===== src/rtl/ldpt_pkg.sv =====
// Shared constants, widths and types of the laser pulses-per-inch trigger.
// No dependencies; every other file refers to this package by scoped names.
package ldpt_pkg;

	localparam int FRACTION_BITS = 8;

	localparam int POS_W      = 32;
	localparam int DELTA_W    = 15;
	localparam int SUMSQ_W    = 2 * DELTA_W + 1;
	localparam int ROOT_W     = (SUMSQ_W + 1) / 2 + FRACTION_BITS;
	localparam int ROOT_STEPS = (ROOT_W + 1) / 2;
	localparam int ROOT_PAD_W = 2 * ROOT_STEPS;
	localparam int RAD_W      = 4 * ROOT_STEPS;
	localparam int REM_W      = ROOT_PAD_W + 2;
	localparam int ACC_W      = 32;
	localparam int SPACING_W  = 24;
	localparam int SQ_CNT_W   = $clog2(DELTA_W + 1);
	localparam int RT_CNT_W   = $clog2(ROOT_STEPS + 1);

	localparam int CFG_IDX_W  = 1;
	localparam int CFG_DATA_W = 24;

	localparam logic [DELTA_W-1:0]   DELTA_LIMIT   = {DELTA_W{1'b1}};
	localparam logic [SPACING_W-1:0] SPACING_RESET = SPACING_W'(54187);

	typedef enum logic [CFG_IDX_W-1:0] {
		CFG_PPI_MODE_ENABLE = 1'b0,
		CFG_PULSE_SPACING   = 1'b1
	} ldpt_cfg_idx_t;

	typedef enum logic [2:0] {
		ST_IDLE,
		ST_SQUARE,
		ST_ROOT,
		ST_ACCUM,
		ST_DONE
	} ldpt_state_t;

endpackage


===== src/rtl/ldpt_if.sv =====
// Valid/ready channel interfaces: position samples in, trigger results out,
// and register writes. Widths come from ldpt_pkg.
interface ldpt_in_if;
	logic                                valid;
	logic                                ready;
	logic signed [ldpt_pkg::POS_W-1:0]   x_position;
	logic signed [ldpt_pkg::POS_W-1:0]   y_position;
	logic                                laser_enabled;
	logic                                pulse_active;

	modport source (output valid, x_position, y_position, laser_enabled, pulse_active,
		input ready);
	modport sink (input valid, x_position, y_position, laser_enabled, pulse_active,
		output ready);
endinterface

interface ldpt_out_if;
	logic valid;
	logic ready;
	logic fire_pulse;

	modport source (output valid, fire_pulse, input ready);
	modport sink (input valid, fire_pulse, output ready);
endinterface

interface ldpt_cfg_if;
	logic                                valid;
	logic                                ready;
	logic [ldpt_pkg::CFG_IDX_W-1:0]      index;
	logic [ldpt_pkg::CFG_DATA_W-1:0]     data;

	modport source (output valid, index, data, input ready);
	modport sink (input valid, index, data, output ready);
endinterface


===== src/rtl/ldpt_sqmag.sv =====
// Bit-serial sum of squares dx*dx + dy*dy, one multiplier bit per cycle,
// most significant bit first. Depends on ldpt_pkg.
module ldpt_sqmag (
	input  logic                           clk,
	input  logic                           arst_n,
	input  logic                           start,
	input  logic [ldpt_pkg::DELTA_W-1:0]   dx,
	input  logic [ldpt_pkg::DELTA_W-1:0]   dy,
	output logic                           done,
	output logic [ldpt_pkg::SUMSQ_W-1:0]   sum_sq
);

	logic                            busy_q;
	logic [ldpt_pkg::SQ_CNT_W-1:0]   cnt_q;
	logic [ldpt_pkg::DELTA_W-1:0]    mx_q, my_q;
	logic [ldpt_pkg::DELTA_W-1:0]    dxm_q, dym_q;
	logic [ldpt_pkg::SUMSQ_W-1:0]    acc_q;
	logic [ldpt_pkg::SUMSQ_W-1:0]    acc_next;
	logic [ldpt_pkg::SUMSQ_W-1:0]    add_x, add_y;

	always_comb begin
		add_x    = mx_q[ldpt_pkg::DELTA_W-1] ? ldpt_pkg::SUMSQ_W'(dxm_q) : '0;
		add_y    = my_q[ldpt_pkg::DELTA_W-1] ? ldpt_pkg::SUMSQ_W'(dym_q) : '0;
		acc_next = {acc_q[ldpt_pkg::SUMSQ_W-2:0], 1'b0} + add_x + add_y;
	end

	always_ff @(posedge clk or negedge arst_n) begin
		if (!arst_n) begin
			busy_q <= 1'b0;
			cnt_q  <= '0;
		end else if (start) begin
			busy_q <= 1'b1;
			cnt_q  <= ldpt_pkg::SQ_CNT_W'(ldpt_pkg::DELTA_W);
		end else if (busy_q) begin
			if (cnt_q == '0) begin
				busy_q <= 1'b0;
			end else begin
				cnt_q <= cnt_q - 1'b1;
			end
		end
	end

	always_ff @(posedge clk) begin
		if (start) begin
			acc_q <= '0;
			mx_q  <= dx;
			my_q  <= dy;
			dxm_q <= dx;
			dym_q <= dy;
		end else if (busy_q && cnt_q != '0) begin
			acc_q <= acc_next;
			mx_q  <= {mx_q[ldpt_pkg::DELTA_W-2:0], 1'b0};
			my_q  <= {my_q[ldpt_pkg::DELTA_W-2:0], 1'b0};
		end
	end

	assign done   = busy_q && (cnt_q == '0);
	assign sum_sq = acc_q;

endmodule


===== src/rtl/ldpt_isqrt.sv =====
// Digit-by-digit integer square root of sum_sq << (2*FRACTION_BITS),
// two root bits per cycle. Depends on ldpt_pkg.
module ldpt_isqrt (
	input  logic                           clk,
	input  logic                           arst_n,
	input  logic                           start,
	input  logic [ldpt_pkg::SUMSQ_W-1:0]   radicand,
	output logic                           done,
	output logic [ldpt_pkg::ROOT_W-1:0]    root
);

	localparam int PAD_HI = ldpt_pkg::RAD_W - ldpt_pkg::SUMSQ_W - 2 * ldpt_pkg::FRACTION_BITS;
	localparam int PAD_LO = 2 * ldpt_pkg::FRACTION_BITS;
	localparam int STEP_W = ldpt_pkg::REM_W + ldpt_pkg::ROOT_PAD_W;

	logic                              busy_q;
	logic [ldpt_pkg::RT_CNT_W-1:0]     cnt_q;
	logic [ldpt_pkg::RAD_W-1:0]        n_q;
	logic [ldpt_pkg::REM_W-1:0]        rem_q;
	logic [ldpt_pkg::ROOT_PAD_W-1:0]   root_q;
	logic [STEP_W-1:0]                 step_a, step_b;

	// one root digit: bring down a bit pair, try 4q+1
	function automatic logic [STEP_W-1:0] root_step(
		input logic [ldpt_pkg::REM_W-1:0]      r,
		input logic [ldpt_pkg::ROOT_PAD_W-1:0] q,
		input logic [1:0]                      pair
	);
		logic [ldpt_pkg::REM_W-1:0]      r_sh;
		logic [ldpt_pkg::REM_W-1:0]      trial;
		logic [ldpt_pkg::REM_W-1:0]      r_n;
		logic [ldpt_pkg::ROOT_PAD_W-1:0] q_n;
		r_sh  = {r[ldpt_pkg::REM_W-3:0], pair};
		trial = {q, 2'b01};
		if (r_sh >= trial) begin
			r_n = r_sh - trial;
			q_n = {q[ldpt_pkg::ROOT_PAD_W-2:0], 1'b1};
		end else begin
			r_n = r_sh;
			q_n = {q[ldpt_pkg::ROOT_PAD_W-2:0], 1'b0};
		end
		return {r_n, q_n};
	endfunction

	always_comb begin
		step_a = root_step(rem_q, root_q, n_q[ldpt_pkg::RAD_W-1 -: 2]);
		step_b = root_step(step_a[STEP_W-1 -: ldpt_pkg::REM_W],
			step_a[ldpt_pkg::ROOT_PAD_W-1:0], n_q[ldpt_pkg::RAD_W-3 -: 2]);
	end

	always_ff @(posedge clk or negedge arst_n) begin
		if (!arst_n) begin
			busy_q <= 1'b0;
			cnt_q  <= '0;
		end else if (start) begin
			busy_q <= 1'b1;
			cnt_q  <= ldpt_pkg::RT_CNT_W'(ldpt_pkg::ROOT_STEPS);
		end else if (busy_q) begin
			if (cnt_q == '0) begin
				busy_q <= 1'b0;
			end else begin
				cnt_q <= cnt_q - 1'b1;
			end
		end
	end

	always_ff @(posedge clk) begin
		if (start) begin
			n_q    <= {{PAD_HI{1'b0}}, radicand, {PAD_LO{1'b0}}};
			rem_q  <= '0;
			root_q <= '0;
		end else if (busy_q && cnt_q != '0) begin
			n_q    <= {n_q[ldpt_pkg::RAD_W-5:0], 4'b0000};
			rem_q  <= step_b[STEP_W-1 -: ldpt_pkg::REM_W];
			root_q <= step_b[ldpt_pkg::ROOT_PAD_W-1:0];
		end
	end

	assign done = busy_q && (cnt_q == '0);
	assign root = root_q[ldpt_pkg::ROOT_W-1:0];

endmodule


===== src/rtl/laser_distance_pulse_trigger.sv =====
// Laser pulses-per-inch trigger: sequencer, position deltas, accumulator,
// registers and result register. Depends on ldpt_pkg, ldpt_if, ldpt_sqmag, ldpt_isqrt.
//
// Usage: in_ch carries one latched X/Y step-counter sample with the laser-enable
// level and the pulse-timer busy flag. Every transfer on in_ch yields exactly one
// transfer on out_ch whose fire_pulse asks the timer to start one pulse.
// cfg_ch writes ppi_mode_enable (index 0) and pulse_spacing (index 1); it is always
// ready, and writes are meant to land while no sample is in flight.
// Sequence: a sample that moves the head in PPI mode is taken, then passes through
// bit-serial squaring (15 bit steps and a finish step), square root (12 two-bit
// steps and a finish step), accumulate and compare, and the load of the result
// register once it is free; the sequencer then returns to idle and takes the next sample.
// A sample that causes no travel goes from idle straight to the result register load.
// Reset clears the stored position and the travel accumulator, selects PPI mode and
// a spacing of 54187 (1/30 inch per pulse in 8-bit fractional steps).
// The result register holds its value while out_ch is stalled; one new sample can
// still be taken meanwhile, and its result waits until the register is free.
module laser_distance_pulse_trigger (
	input  logic       clk,
	input  logic       arst_n,
	ldpt_in_if.sink    in_ch,
	ldpt_out_if.source out_ch,
	ldpt_cfg_if.sink   cfg_ch
);

	ldpt_pkg::ldpt_state_t state_q, state_next;

	logic                               mode_q;
	logic [ldpt_pkg::SPACING_W-1:0]     spacing_q;
	logic [ldpt_pkg::POS_W-1:0]         last_x_q, last_y_q;
	logic [ldpt_pkg::ACC_W-1:0]         trav_q;
	logic                               fire_pend_q;
	logic                               out_valid_q;
	logic                               out_fire_q;

	logic                               in_xfer;
	logic                               moved;
	logic                               qualify;
	logic [ldpt_pkg::DELTA_W-1:0]       dx, dy;
	logic                               sq_start, sq_done;
	logic [ldpt_pkg::SUMSQ_W-1:0]       sum_sq;
	logic                               rt_start, rt_done;
	logic [ldpt_pkg::ROOT_W-1:0]        root;
	logic [ldpt_pkg::ACC_W:0]           acc_sum;
	logic [ldpt_pkg::ACC_W-1:0]         acc_sat;
	logic                               acc_fire;
	logic                               out_free;
	logic                               out_load;
	logic                               accum_en;

	// |a - b| of two signed positions, saturated to the delta limit
	function automatic logic [ldpt_pkg::DELTA_W-1:0] clamp_delta(
		input logic [ldpt_pkg::POS_W-1:0] a,
		input logic [ldpt_pkg::POS_W-1:0] b
	);
		logic [ldpt_pkg::POS_W:0] d_ab;
		logic [ldpt_pkg::POS_W:0] d_ba;
		logic [ldpt_pkg::POS_W:0] mag;
		d_ab = {a[ldpt_pkg::POS_W-1], a} - {b[ldpt_pkg::POS_W-1], b};
		d_ba = {b[ldpt_pkg::POS_W-1], b} - {a[ldpt_pkg::POS_W-1], a};
		mag  = d_ab[ldpt_pkg::POS_W] ? d_ba : d_ab;
		if (|mag[ldpt_pkg::POS_W:ldpt_pkg::DELTA_W]) begin
			return ldpt_pkg::DELTA_LIMIT;
		end
		return mag[ldpt_pkg::DELTA_W-1:0];
	endfunction

	assign in_xfer  = in_ch.valid && in_ch.ready;
	assign moved    = (in_ch.x_position != last_x_q) || (in_ch.y_position != last_y_q);
	assign qualify  = mode_q && !in_ch.pulse_active && in_ch.laser_enabled && moved;
	assign dx       = clamp_delta(last_x_q, in_ch.x_position);
	assign dy       = clamp_delta(last_y_q, in_ch.y_position);
	assign out_free = !out_valid_q || out_ch.ready;

	ldpt_sqmag u_sqmag (
		.clk    (clk),
		.arst_n (arst_n),
		.start  (sq_start),
		.dx     (dx),
		.dy     (dy),
		.done   (sq_done),
		.sum_sq (sum_sq)
	);

	ldpt_isqrt u_isqrt (
		.clk      (clk),
		.arst_n   (arst_n),
		.start    (rt_start),
		.radicand (sum_sq),
		.done     (rt_done),
		.root     (root)
	);

	always_comb begin
		acc_sum  = {1'b0, trav_q} + (ldpt_pkg::ACC_W + 1)'(root);
		acc_sat  = acc_sum[ldpt_pkg::ACC_W] ? '1 : acc_sum[ldpt_pkg::ACC_W-1:0];
		acc_fire = acc_sat >= ldpt_pkg::ACC_W'(spacing_q);
	end

	// next state
	always_comb begin
		state_next = state_q;
		unique case (state_q)
			ldpt_pkg::ST_IDLE: begin
				if (in_xfer) begin
					state_next = qualify ? ldpt_pkg::ST_SQUARE : ldpt_pkg::ST_DONE;
				end
			end
			ldpt_pkg::ST_SQUARE: begin
				if (sq_done) begin
					state_next = ldpt_pkg::ST_ROOT;
				end
			end
			ldpt_pkg::ST_ROOT: begin
				if (rt_done) begin
					state_next = ldpt_pkg::ST_ACCUM;
				end
			end
			ldpt_pkg::ST_ACCUM: state_next = ldpt_pkg::ST_DONE;
			ldpt_pkg::ST_DONE: begin
				if (out_free) begin
					state_next = ldpt_pkg::ST_IDLE;
				end
			end
			default: state_next = ldpt_pkg::ST_IDLE;
		endcase
	end

	// sequencer outputs
	always_comb begin
		in_ch.ready = 1'b0;
		sq_start    = 1'b0;
		rt_start    = 1'b0;
		accum_en    = 1'b0;
		out_load    = 1'b0;
		unique case (state_q)
			ldpt_pkg::ST_IDLE: begin
				in_ch.ready = 1'b1;
				sq_start    = in_ch.valid && qualify;
			end
			ldpt_pkg::ST_SQUARE: rt_start = sq_done;
			ldpt_pkg::ST_ROOT:   ;
			ldpt_pkg::ST_ACCUM:  accum_en = 1'b1;
			ldpt_pkg::ST_DONE:   out_load = out_free;
			default:             ;
		endcase
	end

	always_ff @(posedge clk or negedge arst_n) begin
		if (!arst_n) begin
			state_q     <= ldpt_pkg::ST_IDLE;
			mode_q      <= 1'b1;
			spacing_q   <= ldpt_pkg::SPACING_RESET;
			last_x_q    <= '0;
			last_y_q    <= '0;
			trav_q      <= '0;
			fire_pend_q <= 1'b0;
			out_valid_q <= 1'b0;
			out_fire_q  <= 1'b0;
		end else begin
			state_q <= state_next;

			if (cfg_ch.valid) begin
				unique case (ldpt_pkg::ldpt_cfg_idx_t'(cfg_ch.index))
					ldpt_pkg::CFG_PPI_MODE_ENABLE: mode_q <= cfg_ch.data[0];
					ldpt_pkg::CFG_PULSE_SPACING:
						spacing_q <= cfg_ch.data[ldpt_pkg::SPACING_W-1:0];
				endcase
			end

			if (in_xfer) begin
				fire_pend_q <= 1'b0;
				if (qualify) begin
					last_x_q <= in_ch.x_position;
					last_y_q <= in_ch.y_position;
				end
			end

			if (accum_en) begin
				fire_pend_q <= acc_fire;
				trav_q      <= acc_fire ? '0 : acc_sat;
			end

			// hold the result until the transfer completes
			if (out_load) begin
				out_valid_q <= 1'b1;
				out_fire_q  <= fire_pend_q;
			end else if (out_ch.ready) begin
				out_valid_q <= 1'b0;
			end
		end
	end

	assign cfg_ch.ready      = 1'b1;
	assign out_ch.valid      = out_valid_q;
	assign out_ch.fire_pulse = out_fire_q;

	a_idle_skip: assert property (@(posedge clk) disable iff (!arst_n)
		in_xfer && !qualify |=> state_q == ldpt_pkg::ST_DONE)
		else $error("sample without travel did not go straight to the result");

	a_root_in_step: assert property (@(posedge clk) disable iff (!arst_n)
		rt_done |-> state_q == ldpt_pkg::ST_ROOT)
		else $error("square root finished outside its step");

	a_sq_in_step: assert property (@(posedge clk) disable iff (!arst_n)
		sq_done |-> state_q == ldpt_pkg::ST_SQUARE)
		else $error("squaring finished outside its step");

	a_fire_clears: assert property (@(posedge clk) disable iff (!arst_n)
		accum_en && acc_fire |=> trav_q == '0 && fire_pend_q)
		else $error("pulse request did not clear the travel accumulator");

endmodule


===== src/flat_wrapper.sv =====
// flat-port wrapper written by rule: the top's interface ports become plain ports
module laser_distance_pulse_trigger_flat 
  (clk, arst_n, in_ch_valid, in_ch_x_position, in_ch_y_position, in_ch_laser_enabled, in_ch_pulse_active, in_ch_ready, out_ch_valid, out_ch_fire_pulse, out_ch_ready, cfg_ch_valid, cfg_ch_index, cfg_ch_data, cfg_ch_ready);
  ldpt_in_if in_ch_i ();
  ldpt_out_if out_ch_i ();
  ldpt_cfg_if cfg_ch_i ();
  input  logic clk;
  input  logic arst_n;
  input wire logic [$bits(in_ch_i.valid)-1:0] in_ch_valid;
  input wire logic [$bits(in_ch_i.x_position)-1:0] in_ch_x_position;
  input wire logic [$bits(in_ch_i.y_position)-1:0] in_ch_y_position;
  input wire logic [$bits(in_ch_i.laser_enabled)-1:0] in_ch_laser_enabled;
  input wire logic [$bits(in_ch_i.pulse_active)-1:0] in_ch_pulse_active;
  output wire logic [$bits(in_ch_i.ready)-1:0] in_ch_ready;
  output wire logic [$bits(out_ch_i.valid)-1:0] out_ch_valid;
  output wire logic [$bits(out_ch_i.fire_pulse)-1:0] out_ch_fire_pulse;
  input wire logic [$bits(out_ch_i.ready)-1:0] out_ch_ready;
  input wire logic [$bits(cfg_ch_i.valid)-1:0] cfg_ch_valid;
  input wire logic [$bits(cfg_ch_i.index)-1:0] cfg_ch_index;
  input wire logic [$bits(cfg_ch_i.data)-1:0] cfg_ch_data;
  output wire logic [$bits(cfg_ch_i.ready)-1:0] cfg_ch_ready;
  assign in_ch_i.valid = in_ch_valid;
  assign in_ch_i.x_position = in_ch_x_position;
  assign in_ch_i.y_position = in_ch_y_position;
  assign in_ch_i.laser_enabled = in_ch_laser_enabled;
  assign in_ch_i.pulse_active = in_ch_pulse_active;
  assign in_ch_ready = in_ch_i.ready;
  assign out_ch_valid = out_ch_i.valid;
  assign out_ch_fire_pulse = out_ch_i.fire_pulse;
  assign out_ch_i.ready = out_ch_ready;
  assign cfg_ch_i.valid = cfg_ch_valid;
  assign cfg_ch_i.index = cfg_ch_index;
  assign cfg_ch_i.data = cfg_ch_data;
  assign cfg_ch_ready = cfg_ch_i.ready;
  laser_distance_pulse_trigger u_core (.clk(clk), .arst_n(arst_n), .in_ch(in_ch_i), .out_ch(out_ch_i), .cfg_ch(cfg_ch_i));
endmodule

===== config.mk =====
export PLATFORM = sky130hd
export DESIGN_NAME = laser_distance_pulse_trigger_flat
export DESIGN_NICKNAME = d
export VERILOG_FILES = /design/src/rtl/ldpt_pkg.sv /design/src/rtl/ldpt_if.sv /design/src/rtl/ldpt_sqmag.sv /design/src/rtl/ldpt_isqrt.sv /design/src/rtl/laser_distance_pulse_trigger.sv /design/src/flat_wrapper.sv
export SDC_FILE = /design/constraint.sdc
export NUM_CORES = 1
export LEC_CHECK = 0
export ABC_AREA = 1
export ABC_CLOCK_PERIOD_IN_PS = 9400
export BUFFER_PORTS_ARGS = -buffer_cell sky130_fd_sc_hd__buf_2
export CORE_ASPECT_RATIO = 0.6
export CORE_MARGIN = 4
export CORE_UTILIZATION = 45
export CTS_CLUSTER_SIZE = 25
export DETAILED_ROUTE_END_ITERATION = 10
export PLACE_DENSITY_LB_ADDON = 0.08
export SLEW_MARGIN = 10
export SYNTH_ARGS = -nofsm -noshare
export SYNTH_HDL_FRONTEND = slang
export SYNTH_SLANG_ARGS = --single-unit

===== constraint.sdc =====
create_clock -name clk -period 9.4 [get_ports clk]
set_input_delay 2.82 -clock clk [delete_from_list [all_inputs] [get_ports clk]]
set_output_delay 2.82 -clock clk [all_outputs]
set_load 0.05 [all_outputs]

== Word level (Yosys, flattened, before mapping) ==
Index checks and enable logic that the tools add are counted.

* Register bits: 308
* Input port bits: 96
* Output and inout bits: 4
* Word-level logic and storage cells: 130

* Add/subtract/negate cells: 11
* Order comparisons: 3
* Equal/unequal tests: 12
* Multiplexer cells: 49
* Bitwise logic cells: 1
* Reduce and logical (&&, ||, !) cells: 32

{| class="wikitable"
|+ Operators with widths
! kind !! count
|-
| 15-bit two-way mux || 10
|-
| 32-bit by 32-bit subtractor with 33-bit output || 4
|-
| 47-bit two-way mux || 2
|-
| 33-bit two-way mux || 2
|-
| 32-bit two-way mux || 2
|-
| 32-bit inequality test || 2
|-
| 26-bit >= comparator || 2
|-
| 24-bit two-way mux || 2
|-
| 24-bit subtractor || 2
|-
| 18-bit OR reduction || 2
|-
| 32-bit by 24-bit adder with 33-bit output || 1
|-
| 32-bit by 24-bit >= comparator with 1-bit output || 1
|-
| 31-bit by 15-bit adder with 31-bit output || 1
|-
| 31-bit adder || 1
|-
| 4-bit two-way mux || 6
|-
| 1-bit two-way mux || 19
|-
| 3-bit two-way mux || 5
|-
| 3-bit one-hot mux with 5 select lines || 1
|-
| 2-bit by 1-bit inequality test with 1-bit output, second input constant || 6
|-
| 2-bit nonzero test || 6
|-
| 2-bit AND reduction || 5
|-
| 1-bit logical AND || 9
|-
| 4-bit zero test || 2
|-
| 4-bit nonzero test || 2
|-
| other kinds (9) || 13
|}

== Depth between registers and ports, before layout ==
Gate-level depths: netlist of run 1.

* Depth in word-level cells: 8
* Gate-level depth with buffers: 29
* Depth with buffers taken out: 27

== Hierarchy ==
From an unflattened synthesis of run 1, not the netlist that was laid out.

* Cells, all modules: 4,803
* Area, all modules: 30,153.9 um^2

{| class="wikitable"
|+ By module, submodules not included
! module !! times used !! cells each !! area each (um^2) !! sequential area each (um^2)
|-
| laser_distance_pulse_trigger || 1 || 3,088 || 17,854.6 || 3,191.8
|-
| ldpt_isqrt || 1 || 981 || 6,677.7 || 2,037.0
|-
| ldpt_sqmag || 1 || 734 || 5,621.6 || 2,547.4
|}

== Worst setup path before layout of run 1 ==
OpenSTA, ideal clock, no wires.

* Path type: input -> register
* Start point: input port in_ch_y_position[0]
* End point: register u_core.u_sqmag.my_q[0] in the netlist's numbering (data pin)
* Setup time: 0.249 ns
* Data arrival time: 5.146 ns
* Data required time: 9.151 ns
* Setup slack: 4.005 ns
* Stages on the path: 22
* Buffers on the path: 2
* Cells stage by stage: ha_1 fa_1 o21ai_4 nand2_2 nand2_2 nand2_2 nand2_2 nand2_2 nand2_2 nand2_4 nand2_4 inv_2 buf_6 nand2_2 nand2_1 nor2_1 nand2_1 nor2_4 buf_12 nand4_4 nand2_1 inv_2

* Longest elaborated chain between the ends: 6
* Elaborated cells between the ends (all ways): 12
* Classes of those cells: add/sub: 2; eq/ne: 1; mux: 5; reduce/logical: 4

{| class="wikitable"
|+ RTL lines
! element !! RTL line !! RTL
|-
| start, declared || flat_wrapper.sv:11 || <nowiki>input wire logic [$bits(in_ch_i.y_position)-1:0] in_ch_y_position;</nowiki>
|-
| 32-bit by 32-bit subtractor with 33-bit output, on equally long branches || laser_distance_pulse_trigger.sv:59, laser_distance_pulse_trigger.sv:60 ||
|-
| 33-bit two-way mux (*) || laser_distance_pulse_trigger.sv:61 || <nowiki>mag = d_ab[ldpt_pkg::POS_W] ? d_ba : d_ab;</nowiki>
|-
| 18-bit OR reduction || laser_distance_pulse_trigger.sv:62 || <nowiki>if (|mag[ldpt_pkg::POS_W:ldpt_pkg::DELTA_W]) begin</nowiki>
|-
| 1-bit two-way mux || laser_distance_pulse_trigger.sv:62 ||
|-
| 15-bit two-way mux (*) || laser_distance_pulse_trigger.sv:65 || <nowiki>return mag[ldpt_pkg::DELTA_W-1:0];</nowiki>
|-
| net u_core.dy (one bit) || laser_distance_pulse_trigger.sv:39 || <nowiki>logic [ldpt_pkg::DELTA_W-1:0] dx, dy;</nowiki>
|-
| 15-bit two-way mux (*) || ldpt_sqmag.sv:44 || <nowiki>if (start) begin</nowiki>
|-
| end signal, assigned || ldpt_sqmag.sv:47 || <nowiki>my_q <= dy;</nowiki>
|-
| end signal, assigned || ldpt_sqmag.sv:53 || <nowiki>my_q <= {my_q[ldpt_pkg::DELTA_W-2:0], 1'b0};</nowiki>
|-
| end, declared || ldpt_sqmag.sv:15 || <nowiki>logic [ldpt_pkg::DELTA_W-1:0] mx_q, my_q;</nowiki>
|}

Mark *: on every way through the listed nets, which the timed path passes. The rest lies on a longest branch.
A chain may end at the register's enable or synchronous reset.

== Worst setup path after layout of run 1 ==
* Start point: input port in_ch_x_position[16]
* End point: register u_core.u_sqmag.cnt_q[1] in the netlist's numbering

* Longest elaborated chain between the ends: 7
* Elaborated cells between the ends (all ways): 9
* Classes of those cells: eq/ne: 2; mux: 2; reduce/logical: 5

{| class="wikitable"
|+ RTL lines
! element !! RTL line !! RTL
|-
| start, declared || flat_wrapper.sv:10 || <nowiki>input wire logic [$bits(in_ch_i.x_position)-1:0] in_ch_x_position;</nowiki>
|-
| 32-bit inequality test (*) || laser_distance_pulse_trigger.sv:69 || <nowiki>assign moved = (in_ch.x_position != last_x_q) || (in_ch.y_position != last_y_q);</nowiki>
|-
| 1-bit logical OR (*) || laser_distance_pulse_trigger.sv:69 ||
|-
| 1-bit logical AND (*) || laser_distance_pulse_trigger.sv:70 || <nowiki>assign qualify = mode_q && !in_ch.pulse_active && in_ch.laser_enabled && moved;</nowiki>
|-
| 1-bit logical AND (*) || laser_distance_pulse_trigger.sv:139 || <nowiki>sq_start = in_ch.valid && qualify;</nowiki>
|-
| 1-bit two-way mux (*) || laser_distance_pulse_trigger.sv:136 || <nowiki>unique case (state_q)</nowiki>
|-
| 2-bit by 1-bit inequality test with 1-bit output (no source line) / 2-bit nonzero test (equally long branches) || - ||
|-
| 2-bit AND reduction (no source line) || - ||
|-
| end signal, assigned || ldpt_sqmag.sv:33 || <nowiki>cnt_q <= ldpt_pkg::SQ_CNT_W'(ldpt_pkg::DELTA_W);</nowiki>
|-
| end signal, assigned || ldpt_sqmag.sv:38 || <nowiki>cnt_q <= cnt_q - 1'b1;</nowiki>
|-
| end, declared || ldpt_sqmag.sv:14 || <nowiki>logic [ldpt_pkg::SQ_CNT_W-1:0] cnt_q;</nowiki>
|}

Mark *: on every way between the ends. The rest lies on a longest branch, timed or not.

==> results.toml, run 1 <==
[yosys]
yosys.area_share.xor_xnor_pct = 4.10
synth_area_um2 = 28400
ys_seq_area_share_pct = 27.4
ys.flop_type = "dfrtp_1"
synth_fp_nets = 4601
syn_area_per_cell_um2 = 6.71
ys_warn_count = 0
synth_top_family_by_area = "simple AND/OR/NAND/NOR gates"
ys_types = 62
ys_seq_elements = 308
synthAdderAreaFrac_pct = 12.3
async_reset_ff_share_pct = 44.5
synth-edff-count = 91
synth_cells = 4238
synthMuxAreaShare_pct = 0.181
yosys.area_share.simple_pct = 31.1
synth_compound_area_share_pct = 14.0

[final_layout]
utilization_pct = 48.9
final_nets = 4631
mostFrequentLayoutCells = "nand2_1 (1289), inv_1 (610), nor2_1 (326), a21oi_1 (293), o21ai_0 (265)"
area_delta_synth_final_pct = 7.55
mostFrequentLayoutCell = "nand2_1"
multi_input_area_um2 = 17600
fill_cells = 6600
layoutNonFillerInstCount = 5136
final-seq-area_um2 = 7780
stdcell_area_um2 = 30600
drive_gt1_share_pct = 7.36

[sta]
rsz0062_at_grt = "false"
hold-worst-slack_ns = 0.468
setup_viol = 0
max_freq_mhz = 157
slew_headroom_pct = 26.6
layout_setup_ws_ns = 3.03
final_hold_viol_count = 0
fin_crit_sh_pct = 67.8
worstMarginPinSlew_ns = 1.10
finalCriticalPeriod_ns = 6.37
totalNegativeSetupSlack_ns = 0
fin_skew_ns = 0.0210
drv_slew = 0

[critical_path]
start_kind = "input pin"
worstSetupPathType = "input pin to flip-flop"
required_ns = 9.82
cp-end-kind = "flip-flop"
critPathLaunch = "in_ch_x_position[16]"
r2r_start = "u_core.trav_q[0]"
worstPathArrival_ns = 6.79
cp_max_fo = 45

[hold_path]
min-delay-start = "u_core.u_isqrt.rem_q[22]"
hold_path_class = "flip-flop to flip-flop"

[drt]
vias = 27100
drtAntennaViolNets = 0
wl_um = 89500
firstDrtPassIters = 5
post-route-drc-count = 0
vias_per_cell = 5.27
drt_iter0_drc = 2911
post_drt_wl_per_cell_um = 17.4

[cts]
clockBufferDepth = 3
cts_htree_levels = 2
hold_buffers = 0
cts-root-buf = "clkbuf_16"
clock_sinks = 308
post_cts_resize_count = 0
tritoncts = "done"
worstSkewPairLatency_ns = 0.58
clkTransAtPathRegs_ns = 0.06
cts_setup_buffers = 0
numCtsBuffers = 36

[run]
drv_cap = 0

[global_routing]
grt_overflow = 0
grt_max_degree = 106
grt_pass1_vias = 24500
antenna_found_initial = 2
grt_util_all_layers_pct = 26.0
grt_pass1_wl_um = 141000

[place]
hpwl_um = 71600
place.gp.congestion = 0.978
numPortBuffers = 98
place_inst = 5069
place_ws_ns = 2.44
postPlaceCellArea_um2 = 29400

[floorplanning]
num_rows = 71
die_area_um2 = 67400
start_util_pct = 45.4
core_area_um2 = 62500
die_x_um = 332
die_h_um = 203
io_pins = 100

[power_and_ir_drop]
p_leak_nw = 16.2
ir_worst_vdd_mv = 0.226
power.total_mw = 11.3
p_per_area_nw_per_um2 = 370

[run_status]
status = "completed"
[flip-flops by register name, indices dropped and copies added (netlist names), 24 cells and up]
register               count
u_core.spacing_q          24
u_core.last_x_q           32
u_core.u_isqrt.n_q        32
u_core.u_isqrt.root       24
u_core.trav_q             32
u_core.u_isqrt.rem_q      24
u_core.last_y_q           32
u_core.u_sqmag.sum_sq     31
[per-layer routing]
metal	share of wire, %	vias to the layer above	track usage, %	wire length [um]
met1	56	12300	45.4	49800
met2	33	1015	30.6	29400
met3	10	59	6.41	9220
li1	-	13700	-	-
met5	0	-	0	0
met4	1.1	0	3.86	1010
[cell usage after synthesis, types with 8 or more instances]
master / instances / share of area, %
xnor2_1: 31 / 0.96
o211ai_1: 14 / 0.37
nand2_1: 1289 / 17
nor2_2: 13 / 0.29
nand2_4: 8 / 0.32
fa_1: 20 / 1.4
ha_1: 247 / 11
edfxtp_1: 91 / 9.6
nor2_4: 12 / 0.48
dfstp_2: 11 / 1.0
nand3b_1: 23 / 0.61
buf_6: 12 / 0.48
nand4_1: 53 / 1.2
inv_2: 10 / 0.13
or2_2: 13 / 0.29
buf_4: 30 / 0.79
nand4_4: 10 / 0.75
a31oi_1: 9 / 0.20
o21bai_1: 16 / 0.42
inv_1: 610 / 8.1
a21o_1: 17 / 0.45
nand2_2: 37 / 0.81
dfrtp_1: 126 / 11
o21ai_0: 265 / 4.7
dfxtp_1: 80 / 5.6
a211oi_1: 8 / 0.21
o21ai_1: 25 / 0.44
nand3_1: 203 / 3.6
nand4_2: 10 / 0.44
a22oi_1: 10 / 0.26
clkbuf_1: 50 / 0.66
a21oi_1: 293 / 5.2
nor2_1: 326 / 4.3
buf_2: 26 / 0.46
nor3_1: 35 / 0.62
xor2_1: 102 / 3.1
o22ai_1: 34 / 0.75
[cells by family after synthesis]
family          after synthesis
mux                           5
flops                       308
xor+xnor                    133
simple gates               2050
buf+inv                     749
compound gates              725
other cells                   1
fa+ha+maj                   267
[power breakdown]
part / switching, mW / internal (mW)
Combinational: 5.30 / 2.41
Sequential: 0.288 / 1.84
Clock: 0.625 / 0.840
[path summary, 6_finish.rpt]
path                                            end  slack (ns)  cells after the start
max                         u_core.u_sqmag.cnt_q[1]        3.03                     14
min                        u_core.u_isqrt.rem_q[22]        0.47                      2
max reg2reg                      u_core.fire_pend_q        3.69                     25
min reg2reg                u_core.u_isqrt.rem_q[22]        0.47                      2
max in group asynchronous        u_core.last_x_q[0]        5.70                      2
min in group asynchronous      u_core.spacing_q[21]        2.24                      1
[worst max-delay path: stages]
cell	delay, ns
buf_2	0.10
inv_1	0.04
ha_1	0.48
nand2_1	0.19
nor2_2	0.26
nand2_2	0.12
nor2_4	0.15
nand4_1	0.23
o2111ai_2	0.51
nor2_4	0.22
inv_2	0.68
nand2_1	0.49
clkinv_1	0.35
a22oi_1	0.11
[area by class of cell]
cell class | count | area share (%)
clock buffer | 50 | 3.43
timing repair buffer | 115 | 2.04
tap | 839 | 3.43
clock inverter | 16 | 0.491
sequential | 308 | 25.4
multi-input combinational | 3181 | 57.5
inverter | 626 | 7.70
antenna | 1 | 0.00819
No activity file was read; power rests on OpenSTA's default activity.
==> run 2, diff against run 1 <==
--- a/config.mk
+++ b/config.mk
@@ -5,8 +5,8 @@
 export SDC_FILE = /design/constraint.sdc
 export NUM_CORES = 1
 export LEC_CHECK = 0
-export ABC_AREA = 1
-export ABC_CLOCK_PERIOD_IN_PS = 9400
+export ABC_AREA = 0
+export ABC_CLOCK_PERIOD_IN_PS = 5300
 export BUFFER_PORTS_ARGS = -buffer_cell sky130_fd_sc_hd__buf_2
 export CORE_ASPECT_RATIO = 0.6
 export CORE_MARGIN = 4
==> constraint.sdc (replaced) <==
create_clock -name clk -period 5.3 [get_ports clk]
set_input_delay 1.59 -clock clk [delete_from_list [all_inputs] [get_ports clk]]
set_output_delay 1.59 -clock clk [all_outputs]
set_load 0.05 [all_outputs]
==> results.toml, run 2 <==
[yosys]
synth_top_cell_by_area = "dfrtp_1"
synth_cells = 3004
synth_top_cell_area_share_pct = 12.7
async_reset_ff_share_pct = 44.5
yosysMostFrequentCell = "nand2_1"
synth.area.top_cells = "dfrtp_1 (13%), ha_1 (12%), edfxtp_1 (11%), dfxtp_1 (6.5%), nand2_1 (6.2%)"
ys_types = 90
ys_seq_area_share_pct = 31.3
synth_common_cells = "nand2_1 (410), a21oi_1 (282), ha_1 (247), inv_1 (226), o21ai_0 (225)"
synth_area_um2 = 24800
syn_area_per_cell_um2 = 8.26
ys_warn_count = 0
ys.flop_type = "dfrtp_1"
synth-edff-count = 91
ys_seq_elements = 308
synth_fp_nets = 3367

[drt]
post_drt_wl_per_cell_um = 19.1
drt_iter0_drc = 2583
vias_per_cell = 5.59
firstDrtPassIters = 5
drtAntennaViolNets = 0
vias = 23900
wl_um = 81500
post-route-drc-count = 0

[sta]
setup_viol = 0
slew_headroom_pct = 27.1
max_freq_mhz = 193
drv_slew = 0
totalNegativeSetupSlack_ns = 0
finalCriticalPeriod_ns = 5.19
fin_crit_sh_pct = 98.0
worstMarginPinSlew_ns = 1.09
hold-worst-slack_ns = 0.494
fin_skew_ns = 0.0241
layout_setup_ws_ns = 0.108
final_hold_viol_count = 0

[cts]
hold_buffers = 0
numCtsBuffers = 35
clkTransAtPathRegs_ns = 0.07
cts-root-buf = "clkbuf_16"
worstSkewPairLatency_ns = 0.58
cts_htree_levels = 2
clock_sinks = 308
clockBufferDepth = 3
tritoncts = "done"

[final_layout]
layoutNonFillerInstCount = 4276
drive_gt1_share_pct = 25.0
final_nets = 3897
area_delta_synth_final_pct = 27.4
mostFrequentLayoutCells = "buf_4 (519), nand2_1 (408), a21oi_1 (261), ha_1 (231), inv_1 (219)"
fill_cells = 4919
utilization_pct = 58.2
stdcell_area_um2 = 31600
mostFrequentLayoutCell = "buf_4"

[critical_path]
cp_slowest_cell = "a2111o_1"
worstSetupPathType = "flip-flop to flip-flop"
cp-end-kind = "flip-flop"
required_ns = 5.73
start_kind = "flip-flop"
worstPathArrival_ns = 5.62
cp_max_fo = 6
crit_path_max_incr_delay_ns = 0.47

[floorplanning]
die_x_um = 311
start_util_pct = 45.7
num_rows = 66
die_area_um2 = 59100
die_h_um = 190
core_area_um2 = 54300
io_pins = 100

[global_routing]
grt_max_degree = 91
grt_pass1_vias = 22400
grt_pass1_wl_um = 126000
antenna_found_initial = 1
grt_overflow = 0
grt_util_all_layers_pct = 26.5

[place]
numPortBuffers = 98
place.gp.congestion = 0.959
place_ws_ns = -0.542
place_inst = 4187
postPlaceCellArea_um2 = 29600
hpwl_um = 63200

[run]
drv_cap = 0

[power_and_ir_drop]
ir_worst_vdd_mv = 0.456
power.total_mw = 21.6
p_leak_nw = 14.8
p_per_area_nw_per_um2 = 684

[hold_path]
hold_path_class = "flip-flop to flip-flop"

[run_status]
status = "completed"
-- run 2: changes by cell type after synthesis, moves of 46 or more --
cell / delta
nand3_1: -144
nor2_1: -139
nand2_1: -879
xnor2_1: +59
and2_1: +46
inv_1: -384
a21o_1: +77
-- run 2: critical path: cells and delay by family, from the launching register on --
family / cells / cell delay (ns)
AOI/OAI and AO/OA: 15 / 2.93
xor gates and xnor gates: 1 / 0.20
adders and majority gates: 2 / 0.54
buffers and inverters: 4 / 0.50
DFF: 1 / 0.36
and+or+nand+nor: 6 / 0.50
-- run 2: logic make-up (layout without fill, tap and decap cells) --
kind of cell	after synthesis	in the layout	synth area share, %
AOI/OAI and AO/OA	899	899	22.7
buffers and inverters	370	926	6.02
adders and majority gates	267	267	14.1
other	1	2	0.0151
and+or+nand+nor	949	950	18.0
DFF	308	308	31.3
xor gates and xnor gates	150	150	5.29
muxes	60	60	2.58
-- run 2: repair_timing --
action | CTS | global route
pin swaps | 3 | 52
resized for setup | 22 | 126
buffers inserted | 0 | 19
endpoints found under the setup margin | 50 | 110
cloned | 1 | 4
-- run 2: power breakdown --
part | switching (mW) | total, mW | internal, mW
Sequential | 0.417 | 3.52 | 3.10
Combinational | 8.49 | 15.5 | 7.05
Clock | 1.11 | 2.55 | 1.44
Total | 10.0 | 21.6 | 11.6
-- run 2: worst paths after layout --
path	from	to	slack, ns	cells after the start
max in group asynchronous	arst_n	u_core.last_x_q[4]	3.21	2
hold / removal	u_core.u_isqrt.rem_q[2]	u_core.u_isqrt.rem_q[2]	0.49	2
hold reg to reg	u_core.u_isqrt.rem_q[2]	u_core.u_isqrt.rem_q[2]	0.49	2
setup / recovery	u_core.u_isqrt.root[6]	u_core.u_isqrt.rem_q[7]	0.11	28
setup reg to reg	u_core.u_isqrt.root[6]	u_core.u_isqrt.rem_q[7]	0.11	28
min in group asynchronous	arst_n	u_core.last_y_q[22]	1.15	1
-- run 2: area by class of cell --
type	instances	area, um^2	share of cell area (%)
multi-input combinational	2327	16100	51.1
sequential	308	7790	24.6
timing repair buffer	636	4780	15.1
clock buffer	45	955	3.02
tap	714	893	2.83
inverter	226	856	2.71
clock inverter	19	204	0.645
antenna	1	2.50	0.00792
-- run 2: routing by layer --
| layer | wire (um) | vias to the layer above | share of wire [%] | GRT usage [%] |
|---|---|---|---|---|
| met3 | 7430 | 58 | 9.1 | 6.21 |
| met1 | 43800 | 11300 | 54 | 44.6 |
| li1 | - | 11700 | - | - |
| met4 | 1070 | 2 | 1.3 | 4.53 |
| met5 | 32 | - | 0.039 | 0.406 |
| met2 | 29200 | 818 | 36 | 33.2 |
